==> src/rtl/core/mbpr_pkg.sv <==
// Shared constants, operation codes and cell control type for the pattern replacer.
package mbpr_pkg;

    localparam int PATTERN_MAX_DEF = 128;

    localparam int OP_W   = 2;
    localparam int BYTE_W = 8;
    localparam int TIDX_W = 7;
    localparam int CFG_W  = 8;
    localparam int CIDX_W = 1;

    localparam logic [OP_W-1:0] OP_LOAD_PAT = 2'd0;
    localparam logic [OP_W-1:0] OP_LOAD_REP = 2'd1;
    localparam logic [OP_W-1:0] OP_DATA     = 2'd2;
    localparam logic [OP_W-1:0] OP_DRAIN    = 2'd3;

    localparam logic [CIDX_W-1:0] REG_PATTERN_LENGTH = 1'd0;
    localparam logic [CIDX_W-1:0] REG_REPLACE_LENGTH = 1'd1;

    typedef struct packed {
        logic              pop;
        logic              push;
        logic              load_pat;
        logic              load_rep;
        logic              apply;
        logic [BYTE_W-1:0] data;
        logic [TIDX_W-1:0] tbl_idx;
        logic              must;
    } t_cell_ctrl;

endpackage

==> src/rtl/core/mbpr_cell.sv <==
// One window position: pattern, mask and replacement entry plus the window byte.
module mbpr_cell #(
    parameter int PATTERN_MAX = mbpr_pkg::PATTERN_MAX_DEF,
    parameter int CELL_IDX    = 0,
    parameter int FW          = $clog2(PATTERN_MAX + 1)
) (
    input  logic                     i_clk,
    input  logic                     i_rst_n,
    input  mbpr_pkg::t_cell_ctrl     i_ctrl,
    input  logic [FW-1:0]            i_push_pos,
    input  logic [FW-1:0]            i_len,
    input  logic [FW-1:0]            i_rep_len,
    input  logic [mbpr_pkg::BYTE_W-1:0] i_next_byte,
    input  logic                     i_next_mark,
    output logic [mbpr_pkg::BYTE_W-1:0] o_byte,
    output logic                     o_mark,
    output logic                     o_hit
);
    import mbpr_pkg::*;

    localparam int IW = (FW > TIDX_W) ? FW : TIDX_W;

    logic [BYTE_W-1:0] r_pat;
    logic              r_care;
    logic [BYTE_W-1:0] r_rep;
    logic [BYTE_W-1:0] r_win;
    logic              r_mark;

    logic sel_tbl;
    logic sel_push;
    logic sel_apply;
    logic beyond_len;

    assign sel_tbl    = (IW'(i_ctrl.tbl_idx) == IW'(CELL_IDX));
    assign sel_push   = i_ctrl.push && (i_push_pos == FW'(CELL_IDX));
    assign sel_apply  = i_ctrl.apply && (FW'(CELL_IDX) < i_rep_len);
    assign beyond_len = (FW'(CELL_IDX) >= i_len);

    always_ff @(posedge i_clk) begin
        if (i_ctrl.load_pat && sel_tbl) begin
            r_pat  <= i_ctrl.data;
            r_care <= i_ctrl.must;
        end
        if (i_ctrl.load_rep && sel_tbl) begin
            r_rep <= i_ctrl.data;
        end
        if (sel_apply) begin
            r_win <= r_rep;
        end else if (sel_push) begin
            r_win <= i_ctrl.data;
        end else if (i_ctrl.pop) begin
            r_win <= i_next_byte;
        end
    end

    // marks past the fill stay zero: zeros enter at the far end of the chain
    always_ff @(posedge i_clk) begin
        if (!i_rst_n) begin
            r_mark <= 1'b0;
        end else if (sel_apply) begin
            r_mark <= 1'b1;
        end else if (sel_push) begin
            r_mark <= 1'b0;
        end else if (i_ctrl.pop) begin
            r_mark <= i_next_mark;
        end
    end

    assign o_byte = r_win;
    assign o_mark = r_mark;
    assign o_hit  = !r_care || (r_win == r_pat) || beyond_len;

endmodule

==> config.mk <==
export PLATFORM = sky130hd
export DESIGN_NAME = mbpr_cell
export DESIGN_NICKNAME = d
export VERILOG_FILES = /design/src/rtl/core/mbpr_pkg.sv /design/src/rtl/core/mbpr_cell.sv
export SDC_FILE = /design/constraint.sdc
export NUM_CORES = 1
export LEC_CHECK = 0
export BUFFER_PORTS_ARGS = -buffer_cell sky130_fd_sc_hd__buf_2
export CAP_MARGIN = 25
export CORE_ASPECT_RATIO = 0.7
export CORE_MARGIN = 3
export CORE_UTILIZATION = 45
export CTS_CLUSTER_SIZE = 24
export DETAILED_ROUTE_END_ITERATION = 6
export PLACE_DENSITY = 0.76
export SLEW_MARGIN = 10
export SYNTH_ARGS = -nofsm -noshare
export SYNTH_HDL_FRONTEND = slang
export SYNTH_SLANG_ARGS = --single-unit
==> constraint.sdc <==
create_clock -name i_clk -period 2.1 [get_ports i_clk]
set_input_delay 0.42 -clock i_clk [delete_from_list [all_inputs] [get_ports i_clk]]
set_output_delay 0.42 -clock i_clk [all_outputs]
set_load 0.03 [all_outputs]
# After elaboration in Yosys (flattened, before gate mapping)
# Cells that the tools add are included.
# classes
add_sub_neg	0
multipliers	0
reduce_logical	10
bitwise	0
n_shift	0
n_div	0
mux	6
n_eq_ne	1
order_cmp	2
# ops
op	n
two-way mux 8 bit	3
== test 8 bit	1
>= comparator 1 x 8 -> 1 bit (first input constant)	1
zero test 8 bit	1
less-than comparator 1 x 8 -> 1 bit (first input constant)	1
zero test 7 bit	1
logical AND 1 bit	4
two-way mux 1 bit	3
nonzero test 3 bit	1
logical OR 1 bit	2
zero test 1 bit	1
# totals
latchBits	0
memories	0
mem_bits_rw	0
wordCells	24
register_bits	26
romBits	0
output_inout_bits	10

# Logic depth before layout (Yosys ltp)
# depth
ltp_word	4
mapped_depth	4
ltp_nobuf	3

# Worst setup path after synthesis
# Ideal clock, no wire load.
# synth_path
path_kind	reg-to-output
from	register r_win[3], in the netlist o_byte[3]
to	output port o_hit
path_stages_with_launch	4
slack_ns	0.331
t_arrival_ns	1.349
path_cell_list	edfxtp_1 -> xnor2_1 -> nand4_1 -> o211ai_1
# synth_between
elab_chain_len	3
# synth_rtl
element	line_no	source
from (decl)	mbpr_cell.sv:26	logic [BYTE_W-1:0] r_win;
from (signal assigned)	mbpr_cell.sv:48	r_win <= r_rep;
from (signal assigned)	mbpr_cell.sv:50	r_win <= i_ctrl.data;
from (signal assigned)	mbpr_cell.sv:52	r_win <= i_next_byte;
== test 8 bit	mbpr_cell.sv:71	assign o_hit = !r_care || (r_win == r_pat) || beyond_len;
logical OR 1 bit (2 in a row)	mbpr_cell.sv:71	
to (decl)	mbpr_cell.sv:17	output logic o_hit
# No other way between the ends.

# Worst setup path after layout
# layout_path
from	register r_win[1], in the netlist o_byte[1]
to	output port o_hit
# The elaborated chain is that of the path after synthesis.

==> results_dict.tcl <==
set metrics [dict create \
    grt_pass1_wl_um 5313 \
    ys_seq_area_share_pct 57.36 \
    hold_viol 0 \
    multiInputGateArea_um2 533.0 \
    viasPerCell 5.775 \
    first_pass_iters 4 \
    netlist_instances 96 \
    cts-htree-levels 1 \
    grt_pass1_vias 1146 \
    initial_core_util_pct 50.78 \
    seq_area_um2 770.7 \
    crit_path_end_kind "output pin" \
    drc 0 \
    yosysWarnings 0 \
    wl_per_cell_um 16.11 \
    status "complete, no violations" \
    layout_commonest_cell "buf_2" \
    route.vias.total 1155 \
    synth_compound_area_share_pct 18.99 \
    hold_class "input pin to flip-flop" \
    die-area_um2 3688 \
    core_um2 2646 \
    synth_area_um2 1344 \
    yosysUniqueCellTypes 27 \
    synthXorXnorAreaFrac_pct 5.214 \
    max_slew_margin_pct 61.81 \
    area_growth_pct 31.38 \
    rsz0062_at_grt "no" \
    nets 223 \
    antenna_left 0 \
    grt_overflow_total 0 \
    fin_crit_sh_pct 86.76 \
    synthMuxAreaShare_pct 0.8380 \
    postCtsSetupRepairBufs 0 \
    die_width_um 71.32 \
    gp_congestion 0.8442 \
    grt_max_degree 15 \
    clock_sinks 26 \
    antenna_cells 0 \
    first_iter_violations 62 \
    wirelength_um 3222 \
    arrival_ps 1400 \
    powerDensity_nw_per_um2 597.8 \
    final_cell_mix "buf_2 (65), edfxtp_1 (25), nand4_1 (10)" \
    ios 66 \
    power_leakage_nw 0.6591 \
    ys_seq_elements 26 \
    synthesis.nets 152 \
    drv_cap 0 \
    tns_ps 0 \
    drive_above_1_share_pct 52.41 \
    fillers 205 \
    cts_root_buf "clkbuf_8" \
    ir_drop_uv 332.3 \
    critPathKind "flip-flop to output pin" \
    hold_slack_ps 324.3 \
    io_buffers 65 \
    post-route-min-period_ps 1822 \
    clk_pin_slew_worst_paths_ps 90 \
    grt_usage_pct 18.90 \
    clock.fmax_mhz 548.9 \
    synth_top_family_by_area "compound AO/OA/AOI/OAI gates" \
    cts_made_buffers 3 \
    setup_violations 0 \
    avgSynthCellArea_um2 14.00 \
    die_y_um 51.72 \
    yosys.area_share.simple_pct 14.62 \
    rows 15 \
    cts_buffer_depth 2 \
    insertion_delay_ps 270 \
    cts_resized 0 \
    antenna_found_initial 0 \
    holdBufCountCts 0 \
    start_kind "flip-flop" \
    clock_skew_ps 4.829 \
    cts_tree "done" \
    critPathMaxFanout 2 \
    worst_pin_slew_ps 572.8 \
    crit_required_ps 1680 \
    drv_slew 0 \
    synthAdderAreaFrac_pct 0 \
]
## per-layer routing
| layer | routed length [um] | vias up | GRT usage (%) |
|---|---|---|---|
| met1 | 1313 | 528 | 24.13 |
| met5 | 0 | - | 0 |
| li1 | - | 547 | - |
| met2 | 1537 | 78 | 32.62 |
| met4 | 20 | 0 | 4.063 |
| met3 | 351 | 2 | 4.826 |
## worst paths after layout
| check | from | endpoint | slack, ps | cells after the start |
|---|---|---|---|---|
| hold reg to reg | r_rep[6] | o_byte[6] | 610 | 2 |
| setup reg to reg | r_rep[2] | o_byte[2] | 1160 | 2 |
| setup / recovery | o_byte[1] | o_hit | 280 | 4 |
| hold / removal | i_ctrl[0] | r_care | 320 | 1 |
## cell usage after synthesis
master	number	area [um2]
edfxtp_1	25	750.7
o211ai_1	1	7.510
o31ai_1	1	7.510
nand4_1	10	62.56
and3_1	2	12.51
nor3_1	2	10.01
clkinv_1	1	3.750
nor2b_1	1	6.260
buf_1	1	3.750
buf_6	2	22.52
a21o_1	1	7.510
a31oi_1	9	56.30
nor4_4	2	42.54
a21boi_1	1	7.510
o31ai_4	1	21.27
o31ai_2	7	87.58
nor4_1	3	18.77
or4_4	1	11.26
buf_2	2	10.01
nand2_1	2	7.510
xnor2_1	8	70.07
nor4_2	1	12.51
a211oi_1	8	60.06
or3_1	1	6.260
dfxtp_1	1	20.02
mux2_2	1	11.26
nand2b_1	1	6.260
## final cells by class
| type | count | area share [%] |
|---|---|---|
| clock buffer | 3 | 2.339 |
| clock inverter | 1 | 0.2126 |
| inverter | 1 | 0.2126 |
| multi-input combinational | 64 | 30.19 |
| sequential | 26 | 43.66 |
| tap | 34 | 2.410 |
| timing repair buffer | 71 | 20.98 |
## worst max-delay path: stages, from the launching register on
cell,delay [ps]
edfxtp_1,420
xnor2_1,190
nand4_1,130
o211ai_1,160
buf_2,220
## stage by stage
| step | cells | utilization (%) | worst slack, ps | power [W] | cell area, um2 |
|---|---|---|---|---|---|
| floorplan | 96 | - | 330.8 | 0.0006944 | 1344 |
| global placement | 196 | 65.01 | 326.5 | 0.0007807 | 1720 |
| detailed placement | 196 | 65.01 | 267.5 | 0.0007865 | 1720 |
| CTS | 200 | 66.71 | 248.1 | 0.001056 | 1765 |
| global route | 200 | 66.71 | 202.8 | 0.001096 | 1765 |
| finish | 200 | 66.71 | 278.0 | 0.001055 | 1765 |
## cell families after synthesis
logic type | after synthesis
XOR/XNOR | 8
buffers and inverters | 6
AO/OA/AOI/OAI | 29
AND/OR/NAND/NOR | 26
multiplexers | 1
flip-flops | 26
## power by group
group	switching (W)	internal (W)	total [W]	leakage, nW
Sequential	0.00000944	0.000585	0.000594	0.241
Combinational	0.000101	0.0000785	0.000180	0.395
Clock	0.000150	0.000131	0.000281	0.0231
Total	0.000261	0.000794	0.00106	0.659
## registers in the layout, indices dropped and copies added (netlist names)
name	cells
o_mark	1
r_rep	8
o_byte	8
r_care	1
r_pat	8
(Power assumes the default switching activity.)
